**config.mk**
```make
export PLATFORM = sky130hd
export DESIGN_NAME = days_between_dates
export DESIGN_NICKNAME = d
export VERILOG_FILES = /design/src/design/dbd_pkg.sv /design/src/design/dbd_ctrl.sv /design/src/design/dbd_datapath.sv /design/src/design/days_between_dates.sv
export SDC_FILE = /design/constraint.sdc
export NUM_CORES = 1
export LEC_CHECK = 0
export BUFFER_PORTS_ARGS = -buffer_cell sky130_fd_sc_hd__buf_2
export CORE_ASPECT_RATIO = 0.5
export CORE_MARGIN = 2
export CORE_UTILIZATION = 45
export CTS_BUF_LIST = sky130_fd_sc_hd__clkbuf_2
export CTS_CLUSTER_SIZE = 10
export DETAILED_ROUTE_END_ITERATION = 16
export GPL_TIMING_DRIVEN = 0
export MAX_ROUTING_LAYER = met4
export PLACE_DENSITY_LB_ADDON = 0.05
export SYNTH_ARGS = -nofsm -noshare
export SYNTH_HDL_FRONTEND = slang
export SYNTH_SLANG_ARGS = --single-unit
```
**constraint.sdc**
```tcl
create_clock -name clock -period 7.7 [get_ports clock]
set_input_delay 1.155 -clock clock [delete_from_list [all_inputs] [get_ports clock]]
set_output_delay 1.155 -clock clock [all_outputs]
set_load 0.005 [all_outputs]
```
**src/design/dbd_pkg.sv**
```systemverilog
// Shared types, constants and calendar functions for the date distance block.
package dbd_pkg;

   localparam int YEAR_BITS  = 12;
   localparam int DAY_BITS   = 5;
   localparam int MONTH_BITS = 4;
   localparam int COUNT_BITS = 21;
   localparam int DOY_BITS   = 9;
   localparam int LEN_BITS   = 5;
   // signed accumulator: up to 2^YEAR_BITS years of at most 366 days, plus sign
   localparam int ACC_BITS   = YEAR_BITS + 10;

   // multiplicative inverse of 25 modulo 2^16; y is a multiple of 25 exactly when
   // y * inverse (mod 2^n) does not exceed (2^n - 1) / 25
   localparam logic [15:0]          INV25_WIDE = 16'h5C29;
   localparam logic [YEAR_BITS-1:0] INV25      = INV25_WIDE[YEAR_BITS-1:0];
   localparam logic [YEAR_BITS-1:0] DIV25_MAX  = YEAR_BITS'(((1 << YEAR_BITS) - 1) / 25);

   localparam logic [ACC_BITS-1:0] DAYS_COMMON = ACC_BITS'(365);
   localparam logic [ACC_BITS-1:0] DAYS_LEAP   = ACC_BITS'(366);

   localparam logic [MONTH_BITS-1:0] MONTH_JAN = 4'd1;
   localparam logic [MONTH_BITS-1:0] MONTH_FEB = 4'd2;
   localparam logic [MONTH_BITS-1:0] MONTH_MAR = 4'd3;
   localparam logic [MONTH_BITS-1:0] MONTH_APR = 4'd4;
   localparam logic [MONTH_BITS-1:0] MONTH_MAY = 4'd5;
   localparam logic [MONTH_BITS-1:0] MONTH_JUN = 4'd6;
   localparam logic [MONTH_BITS-1:0] MONTH_JUL = 4'd7;
   localparam logic [MONTH_BITS-1:0] MONTH_AUG = 4'd8;
   localparam logic [MONTH_BITS-1:0] MONTH_SEP = 4'd9;
   localparam logic [MONTH_BITS-1:0] MONTH_OCT = 4'd10;
   localparam logic [MONTH_BITS-1:0] MONTH_NOV = 4'd11;
   localparam logic [MONTH_BITS-1:0] MONTH_DEC = 4'd12;

   typedef struct packed {
      logic [DAY_BITS-1:0]   first_day;
      logic [MONTH_BITS-1:0] first_month;
      logic [YEAR_BITS-1:0]  first_year;
      logic [DAY_BITS-1:0]   second_day;
      logic [MONTH_BITS-1:0] second_month;
      logic [YEAR_BITS-1:0]  second_year;
   } req_type;

   typedef struct packed {
      logic [COUNT_BITS-1:0] day_count;
      logic                  invalid_date;
   } rsp_type;

   typedef struct packed {
      logic load;
      logic leap_a;
      logic leap_b;
      logic prep;
      logic walk;
      logic finish;
   } cmd_type;

   typedef struct packed {
      logic bad;
      logic same_year;
      logic walk_last;
      logic out_free;
   } status_type;

   function automatic logic [LEN_BITS-1:0] month_length(input logic [MONTH_BITS-1:0] month,
                                                        input logic leap);
      logic [LEN_BITS-1:0] len;
      if (month inside {MONTH_APR, MONTH_JUN, MONTH_SEP, MONTH_NOV}) begin
         len = 5'd30;
      end else if (month == MONTH_FEB) begin
         len = leap ? 5'd29 : 5'd28;
      end else begin
         len = 5'd31;
      end
      return len;
   endfunction

   function automatic logic [DOY_BITS-1:0] days_before(input logic [MONTH_BITS-1:0] month);
      logic [DOY_BITS-1:0] days;
      case (month)
         MONTH_JAN: days = 9'd0;
         MONTH_FEB: days = 9'd31;
         MONTH_MAR: days = 9'd59;
         MONTH_APR: days = 9'd90;
         MONTH_MAY: days = 9'd120;
         MONTH_JUN: days = 9'd151;
         MONTH_JUL: days = 9'd181;
         MONTH_AUG: days = 9'd212;
         MONTH_SEP: days = 9'd243;
         MONTH_OCT: days = 9'd273;
         MONTH_NOV: days = 9'd304;
         MONTH_DEC: days = 9'd334;
         default:   days = 9'd0;
      endcase
      return days;
   endfunction

endpackage

```
**src/design/dbd_ctrl.sv**
```systemverilog
// Sequencer for the date distance block: steps the datapath through one item.
module dbd_ctrl
   import dbd_pkg::*;
(
   input  logic       clock,
   input  logic       reset,
   input  logic       req_valid,
   output logic       req_stall,
   input  status_type status,
   output cmd_type    cmd
);

   typedef enum logic [5:0] {
      ST_IDLE   = 6'b000001,
      ST_LEAP_A = 6'b000010,
      ST_LEAP_B = 6'b000100,
      ST_PREP   = 6'b001000,
      ST_WALK   = 6'b010000,
      ST_FINISH = 6'b100000
   } state_type;

   state_type state_ff;
   state_type state_in;

   always_comb begin
      state_in = state_ff;
      cmd      = '0;
      case (state_ff)
         ST_IDLE: begin
            if (req_valid) begin
               cmd.load = 1'b1;
               state_in = ST_LEAP_A;
            end
         end
         ST_LEAP_A: begin
            cmd.leap_a = 1'b1;
            state_in   = ST_LEAP_B;
         end
         ST_LEAP_B: begin
            cmd.leap_b = 1'b1;
            state_in   = ST_PREP;
         end
         ST_PREP: begin
            cmd.prep = 1'b1;
            // skip the year walk for a bad date or when both years match
            if (status.bad || status.same_year) begin
               state_in = ST_FINISH;
            end else begin
               state_in = ST_WALK;
            end
         end
         ST_WALK: begin
            cmd.walk = 1'b1;
            if (status.walk_last) begin
               state_in = ST_FINISH;
            end
         end
         ST_FINISH: begin
            // hold until the output register can take the item
            if (status.out_free) begin
               cmd.finish = 1'b1;
               state_in   = ST_IDLE;
            end
         end
         default: begin
            state_in = ST_IDLE;
         end
      endcase
   end

   assign req_stall = (state_ff != ST_IDLE);

   always_ff @(posedge clock) begin
      if (reset) begin
         state_ff <= ST_IDLE;
      end else begin
         state_ff <= state_in;
      end
   end

endmodule

```
**src/design/dbd_datapath.sv**
```systemverilog
// Datapath for the date distance block: leap test, day-of-year, year walk, output register.
module dbd_datapath
   import dbd_pkg::*;
(
   input  logic       clock,
   input  logic       reset,
   input  req_type    req_data,
   input  cmd_type    cmd,
   output status_type status,
   output logic       rsp_valid,
   input  logic       rsp_stall,
   output rsp_type    rsp_data
);

   req_type                req_ff;
   logic                   leap1_ff;
   logic                   leap2_ff;
   logic                   bad_ff;
   logic                   bad_in;
   logic [YEAR_BITS-1:0]   cur_ff;
   logic [YEAR_BITS-1:0]   end_ff;
   logic [ACC_BITS-1:0]    acc_ff;
   logic [ACC_BITS-1:0]    acc_in;
   logic                   rsp_valid_ff;
   rsp_type                rsp_ff;

   logic [YEAR_BITS-1:0]   year_sel;
   logic [YEAR_BITS-1:0]   prod;
   logic                   div25;
   logic                   leap;

   logic [DOY_BITS-1:0]    doy1;
   logic [DOY_BITS-1:0]    doy2;
   logic                   ok1;
   logic                   ok2;
   logic                   first_low;
   logic [DOY_BITS-1:0]    doy_lo;
   logic [DOY_BITS-1:0]    doy_hi;
   logic [ACC_BITS-1:0]    mag;
   logic                   out_free;

   // shared leap test: divisible by 4, and not by 100 unless by 400
   always_comb begin
      if (cmd.leap_a) begin
         year_sel = req_ff.first_year;
      end else if (cmd.leap_b) begin
         year_sel = req_ff.second_year;
      end else begin
         year_sel = cur_ff;
      end
      prod  = year_sel * INV25;
      div25 = (prod <= DIV25_MAX);
      leap  = (year_sel[1:0] == 2'd0) && (!div25 || (year_sel[3:0] == 4'd0));
   end

   // day of year and date check for both dates
   always_comb begin
      doy1 = days_before(req_ff.first_month) + DOY_BITS'(req_ff.first_day) - 9'd1
             + DOY_BITS'(leap1_ff && (req_ff.first_month > MONTH_FEB));
      doy2 = days_before(req_ff.second_month) + DOY_BITS'(req_ff.second_day) - 9'd1
             + DOY_BITS'(leap2_ff && (req_ff.second_month > MONTH_FEB));
      ok1  = (req_ff.first_month >= MONTH_JAN) && (req_ff.first_month <= MONTH_DEC)
             && (req_ff.first_day != '0)
             && (req_ff.first_day <= month_length(req_ff.first_month, leap1_ff));
      ok2  = (req_ff.second_month >= MONTH_JAN) && (req_ff.second_month <= MONTH_DEC)
             && (req_ff.second_day != '0)
             && (req_ff.second_day <= month_length(req_ff.second_month, leap2_ff));
      bad_in    = !(ok1 && ok2);
      first_low = (req_ff.first_year <= req_ff.second_year);
      doy_lo    = first_low ? doy1 : doy2;
      doy_hi    = first_low ? doy2 : doy1;
   end

   always_comb begin
      acc_in = acc_ff;
      if (cmd.prep) begin
         acc_in = ACC_BITS'(doy_hi) - ACC_BITS'(doy_lo);
      end else if (cmd.walk) begin
         acc_in = acc_ff + (leap ? DAYS_LEAP : DAYS_COMMON);
      end
   end

   assign mag      = acc_ff[ACC_BITS-1] ? (~acc_ff + ACC_BITS'(1)) : acc_ff;
   assign out_free = !rsp_valid_ff || !rsp_stall;

   assign status.bad       = bad_in;
   assign status.same_year = (req_ff.first_year == req_ff.second_year);
   assign status.walk_last = ((cur_ff + YEAR_BITS'(1)) == end_ff);
   assign status.out_free  = out_free;

   always_ff @(posedge clock) begin
      if (cmd.load) begin
         req_ff <= req_data;
      end
      if (cmd.leap_a) begin
         leap1_ff <= leap;
      end
      if (cmd.leap_b) begin
         leap2_ff <= leap;
      end
      if (cmd.prep) begin
         bad_ff <= bad_in;
         cur_ff <= first_low ? req_ff.first_year : req_ff.second_year;
         end_ff <= first_low ? req_ff.second_year : req_ff.first_year;
      end else if (cmd.walk) begin
         cur_ff <= cur_ff + YEAR_BITS'(1);
      end
      acc_ff <= acc_in;
      if (cmd.finish) begin
         rsp_ff.invalid_date <= bad_ff;
         rsp_ff.day_count    <= bad_ff ? '0 : mag[COUNT_BITS-1:0];
      end
   end

   always_ff @(posedge clock) begin
      if (reset) begin
         rsp_valid_ff <= 1'b0;
      end else if (cmd.finish) begin
         rsp_valid_ff <= 1'b1;
      end else if (!rsp_stall) begin
         rsp_valid_ff <= 1'b0;
      end
   end

   assign rsp_valid = rsp_valid_ff;
   assign rsp_data  = rsp_ff;

`ifndef SYNTHESIS
   a_walk_below_end: assert property (@(posedge clock) disable iff (reset)
      cmd.walk |-> (cur_ff < end_ff))
      else $error("year walk ran past the later year");

   a_walk_nonneg: assert property (@(posedge clock) disable iff (reset)
      cmd.walk |=> !acc_ff[ACC_BITS-1])
      else $error("day accumulator negative after a year step");

   a_bad_zero: assert property (@(posedge clock) disable iff (reset)
      (rsp_valid_ff && rsp_ff.invalid_date) |-> (rsp_ff.day_count == '0))
      else $error("invalid item carries a nonzero count");

   a_no_overwrite: assert property (@(posedge clock) disable iff (reset)
      cmd.finish |-> (!rsp_valid_ff || !rsp_stall))
      else $error("output register overwritten while stalled");
`endif

endmodule

```
**src/design/days_between_dates.sv**
```systemverilog
// Top level of the Gregorian date distance block.
//
// Takes one item on the req_ channel: two dates, each day, month and year.
// Returns one item on the rsp_ channel: the absolute day count between them,
// or invalid_date set with a count of zero when either date has a month
// outside 1..12 or a day of zero or beyond its month's length.
// Both channels hand over an item at a clock edge with valid high, stall low.
//
// After an item is accepted, the sequencer runs the leap test of each year
// in turn, a prep step, the year walk and a finish step that loads the
// output register; prep goes straight to finish when the years match or a
// date is invalid. The year walk adds one year length per cycle through a
// single leap-year unit; the next item is accepted only back in idle.
//
// The finished item sits in an output register; a new item is taken while it
// waits. If rsp_stall holds it, the next result waits in the sequencer until
// the register frees up. Synchronous reset returns the sequencer to idle and
// drops any pending result.
module days_between_dates
   import dbd_pkg::*;
(
   input  logic    clock,
   input  logic    reset,
   input  logic    req_valid,
   output logic    req_stall,
   input  req_type req_data,
   output logic    rsp_valid,
   input  logic    rsp_stall,
   output rsp_type rsp_data
);

   cmd_type    cmd;
   status_type status;

   dbd_ctrl u_ctrl (
      .clock     (clock),
      .reset     (reset),
      .req_valid (req_valid),
      .req_stall (req_stall),
      .status    (status),
      .cmd       (cmd)
   );

   dbd_datapath u_datapath (
      .clock     (clock),
      .reset     (reset),
      .req_data  (req_data),
      .cmd       (cmd),
      .status    (status),
      .rsp_valid (rsp_valid),
      .rsp_stall (rsp_stall),
      .rsp_data  (rsp_data)
   );

endmodule

```
==> impl_results.html <==
<table>
<tr><th>Metric</th><th>Value</th></tr>
<tr><th colspan="2">Power and ir drop</th></tr>
<tr><td>Total power after layout</td><td>around 3000 uW</td></tr>
<tr><td>IR drop worst, VDD</td><td>0.3487 mV</td></tr>
<tr><td>Share of total power consumed by net switching</td><td>a little over two fifths</td></tr>
<tr><td>Fraction of power consumed by combinational cells</td><td>54.2%</td></tr>
<tr><td>Clk pwr share</td><td>between 10% and 20%</td></tr>
<tr><td>Leak pwr</td><td>approximately 0.0044 uW</td></tr>
<tr><td>Net switching power</td><td>roughly 1300 uW</td></tr>
<tr><td>Internal portion of total power</td><td>about 1700 uW</td></tr>
<tr><td>Power density relative to cell area</td><td>about 280 nW/um2</td></tr>
<tr><td>Sequential group share of total power</td><td>a little under a third</td></tr>
<tr><th colspan="2">Clocking</th></tr>
<tr><td>CTS Root Buffer Type</td><td>clkbuf_2</td></tr>
<tr><td>H-tree Lvls</td><td>4</td></tr>
<tr><td>Number of gates given a new drive strength after cts</td><td>0</td></tr>
<tr><td>Post-CTS setup buffer count</td><td>0</td></tr>
<tr><td>Cts bufs inserted</td><td>17</td></tr>
<tr><td>Count of hold buffers inserted by post-cts repair</td><td>0</td></tr>
<tr><td>Clk slew on worst S/H paths</td><td>approximately 220 ps</td></tr>
<tr><td>Bufs on Longest Clock Path</td><td>2</td></tr>
<tr><td>CTS tree</td><td>yes</td></tr>
<tr><td>Clock sink count</td><td>between 100 and 150</td></tr>
<tr><td>Clock latency reported for the late side of the worst-skew pair</td><td>approximately 790 ps</td></tr>
<tr><th colspan="2">Setup path</th></tr>
<tr><td>Launch instance of the worst register-to-register path</td><td>u_ctrl.state_ff[1]</td></tr>
<tr><td>Setup slack on the worst flop-to-flop path</td><td>between 400 and 500 ps</td></tr>
<tr><td>Kind of end point of the critical path</td><td>flop</td></tr>
<tr><td>Startpoint kind of the worst setup timing path</td><td>flop</td></tr>
<tr><td>FF-to-FF path depth</td><td>27</td></tr>
<tr><td>Critical Path AT</td><td>a little under 8000 ps</td></tr>
<tr><td>Crit path max fanout</td><td>10</td></tr>
<tr><td>Biggest cell delay along the critical path</td><td>460 ps</td></tr>
<tr><td>Worst-path cell with the longest stage delay</td><td>fa_1</td></tr>
<tr><td>Critical Setup Path Class</td><td>flop to flop</td></tr>
<tr><td>CP Capture Point</td><td>u_datapath.acc_ff[21]</td></tr>
<tr><td>Worst Path Required</td><td>around 8200 ps</td></tr>
<tr><td>Family with the most delay on the worst path</td><td>compound AO/OA/AOI/OAI gates</td></tr>
<tr><td>CP Launch Point</td><td>u_ctrl.state_ff[1]</td></tr>
<tr><td>Combined buffer and inverter count along the critical path</td><td>2</td></tr>
<tr><td>Cell depth of the worst setup path</td><td>27</td></tr>
<tr><td>Endpoint of the worst register-to-register path</td><td>u_datapath.acc_ff[21]</td></tr>
<tr><th colspan="2">Floorplan</th></tr>
<tr><td>Floorplan Core Area</td><td>20,650 um2</td></tr>
<tr><td>Chip Width</td><td>around 210 um</td></tr>
<tr><td>DIE AREA</td><td>roughly 22,000 um2</td></tr>
<tr><td>Row cnt</td><td>37</td></tr>
<tr><td>Starting density of the core</td><td>~46%</td></tr>
<tr><td>Ports placed on the boundary</td><td>70</td></tr>
<tr><td>Chip Height</td><td>approximately 110 um</td></tr>
<tr><th colspan="2">Synth</th></tr>
<tr><td>Most common flop cell mapped by yosys</td><td>edfxtp_1</td></tr>
<tr><td>Number of instances in the synthesized netlist</td><td>950</td></tr>
<tr><td>Fraction of registers with async set or reset after synthesis</td><td>0%</td></tr>
<tr><td>Post-synthesis instance area</td><td>9519 um2</td></tr>
<tr><td>Unique masters post-synth</td><td>65</td></tr>
<tr><td>Syn Nets</td><td>about 1.1k</td></tr>
<tr><td>Warnings, synthesis</td><td>0</td></tr>
<tr><td>Mapped Avg Cell Area</td><td>10.02 um2</td></tr>
<tr><td>Register area share after synthesis</td><td>40.90%</td></tr>
<tr><td>Number of register bits inferred by synthesis</td><td>around 140</td></tr>
<tr><td>Number of synthesized flops with an enable pin</td><td>113</td></tr>
<tr><th colspan="2">Final layout</th></tr>
<tr><td>Count of antenna diodes in the layout</td><td>0</td></tr>
<tr><td>Share of post-route cells with drive strength above 1</td><td>between 10% and 20%</td></tr>
<tr><td>Fillers</td><td>1,911</td></tr>
<tr><td>Area Overhead vs Synth</td><td>10.40%</td></tr>
<tr><td>Post-layout utilization of the core</td><td>50.90%</td></tr>
<tr><td>Post-layout net count</td><td>roughly 1.2k</td></tr>
<tr><th colspan="2">Route</th></tr>
<tr><td>Number of detailed-route iterations in the first pass</td><td>5</td></tr>
<tr><td>Starting DRT DRC Count</td><td>361</td></tr>
<tr><td>Count of antenna-violating nets left after detailed routing</td><td>0</td></tr>
<tr><td>WL per Instance</td><td>16.48 um</td></tr>
<tr><td>Via count normalized by instance count</td><td>5.317</td></tr>
<tr><td>DRC viols</td><td>0</td></tr>
<tr><td>Total routed wirelength</td><td>~22 mm</td></tr>
<tr><td>Vias</td><td>7,055</td></tr>
<tr><th colspan="2">STA</th></tr>
<tr><td>Max Transition Viols Final</td><td>0</td></tr>
<tr><td>Transition time of the tightest slew-check pin</td><td>between 900 and 1000 ps</td></tr>
<tr><td>Unrepaired setup endpoints after global routing</td><td>no</td></tr>
<tr><td>Worst relative slew slack</td><td>between 30% and 40%</td></tr>
<tr><td>Post-route fraction of the period consumed by the critical path</td><td>roughly 94%</td></tr>
<tr><td>Largest clock skew in the final design</td><td>37.57 ps</td></tr>
<tr><td>Endpoints failing hold</td><td>0</td></tr>
<tr><td>Total negative slack</td><td>0 ps</td></tr>
<tr><td>Minimum period implied by the final worst setup slack</td><td>roughly 7300 ps</td></tr>
<tr><td>Maximum clock rate</td><td>137.5 MHz</td></tr>
<tr><td>Final-report setup violation count</td><td>0</td></tr>
<tr><th colspan="2">Global routing</th></tr>
<tr><td>Number of global-route vias before repair</td><td>a little over 7k</td></tr>
<tr><td>First-pass GRT wire length</td><td>35.85 mm</td></tr>
<tr><td>Total GRT Usage</td><td>between 20 and 25%</td></tr>
<tr><td>Overflow left after global routing</td><td>0</td></tr>
<tr><td>Number of antenna violations at the first check in global routing</td><td>0</td></tr>
<tr><td>Largest net degree at the start of global routing</td><td>45</td></tr>
<tr><th colspan="2">Status</th></tr>
<tr><td>Outcome</td><td>complete, no violations</td></tr>
<tr><th colspan="2">Worst hold path</th></tr>
<tr><td>Path category of the worst min-delay check</td><td>flop to flop</td></tr>
<tr><th colspan="2">Job</th></tr>
<tr><td>Max Cap Viol</td><td>0</td></tr>
<tr><th colspan="2">Placed design</th></tr>
<tr><td>Detailed Place HPWL</td><td>roughly 17 mm</td></tr>
<tr><td>Placer congestion estimate</td><td>0.8464</td></tr>
<tr><td>Number of port buffers</td><td>between 60 and 70</td></tr>
</table>
## final cells by class
class / count / area (um2) / area share (%)
tap: 273 / 341.6 / 3.250
clock inverter: 14 / 148.9 / 1.417
inverter: 94 / 352.8 / 3.358
buffer: 35 / 158.9 / 1.512
sequential: 138 / 3894 / 37.05
multi-input combinational: 683 / 5130 / 48.82
timing repair buffer: 72 / 392.9 / 3.739
clock buffer: 18 / 90.09 / 0.8572
## cell usage in the layout, fill, tap and decap left out, drive strengths merged, types with 4 or more instances in the layout
master	netlist	layout
a211oi	7	7
a21boi	5	5
a21o	18	18
a21oi	67	67
a221oi	5	5
and3	7	7
buf	16	87
clkbuf	19	38
clkinv	1	7
clkinvlp	0	4
dfxtp	25	25
edfxtp	113	113
fa	10	10
ha	93	93
inv	93	95
mux2	13	13
mux2i	33	33
nand2	66	66
nand2b	6	6
nand3	20	20
nand4	12	12
nor2	79	79
nor2b	15	15
nor3	20	20
nor3b	4	4
nor4	5	5
o211ai	4	4
o21a	6	6
o21ai	47	47
o22ai	4	4
o31ai	9	9
o41ai	4	4
or3	5	5
or4	4	4
xnor2	42	42
xor2	50	50
## worst register-to-register path, cell delays in order (launching register included)
cell and delay, ps:
dfxtp_1 440, nor2_2 250, nand4b_2 260, buf_2 270
buf_1 310, nor2_1 220, a21oi_1 60, a21oi_1 420
ha_1 340, fa_1 460, ha_1 310, ha_1 340
o21ai_0 100, nand2b_1 110, a21o_1 190, a21oi_1 160
xnor3_1 410, nand2_1 90, nand3_1 280, ha_1 390
a211o_1 280, o21ai_0 350, a21boi_0 200, o21a_1 250
nor2b_4 160, nand3_1 90, xor2_1 180, a21oi_1 90
## synthesized netlist by cell type (19+ instances only)
cell	count	area share, %
mux2i_1	29	3.0
nor3_1	19	1.0
xor2_1	50	4.6
a21oi_1	65	3.4
nor2_1	77	3.0
nand2_1	66	2.6
ha_1	93	12
o21ai_0	45	2.4
xnor2_1	41	3.8
dfxtp_1	25	5.3
edfxtp_1	113	36
inv_1	93	3.7
clkbuf_1	19	0.75
## per-stage QoR
stage	area [um2]	worst slack (ps)	hold WS (ps)	std cells
CTS	10500	136.5	429.6	1327
floorplan	9519	1572	470.2	950
finish	10510	425.7	528.5	1327
global placement	10200	185.8	484.4	1291
detailed placement	10260	245.5	512.3	1295
global route	10510	27.40	415.6	1327
## worst min-delay path by stage
stage | from | slack (ps) | depth (start not counted) | endpoint
6_report | u_datapath.rsp_valid | 530 | 2 | u_datapath.rsp_valid
4_1_cts | req_data[6] | 430 | 1 | u_datapath.req_ff[6]
3_3_place_gp | u_datapath.rsp_valid | 480 | 2 | u_datapath.rsp_valid
2_1_floorplan | u_datapath.bad_ff | 470 | 0 | u_datapath.rsp_data[0]
3_5_place_dp | u_datapath.rsp_valid | 510 | 2 | u_datapath.rsp_valid
5_1_grt | req_data[6] | 420 | 1 | u_datapath.req_ff[6]
## cell families after synthesis
family	after synthesis	synth area share, %
adders and majority gates	103	14.33
muxes	46	5.166
DFF	138	40.90
buffers and inverters	129	5.350
and+or+nand+nor	254	13.34
xor gates and xnor gates	93	8.780
AOI/OAI and AO/OA	187	12.13
## power by group through the flow
stage	Clock, uW	Sequential [uW]	Combinational (uW)
after detailed placement	0	934	1580
final	441	917	1600
after CTS	458	917	1600
after floorplan	0	920	1120
after global routing	487	924	1800
after global placement	0	934	1570
## routing by layer
metal | global-route usage [%] | vias up | wire (um)
met4 | 6.586 | 0 | 380
met2 | 34.41 | 151 | 9845
met3 | 4.569 | 26 | 1052
li1 | - | 3544 | -
met1 | 27.58 | 3334 | 10590
met5 | - | - | 0
No activity file was read; power rests on OpenSTA's default activity.
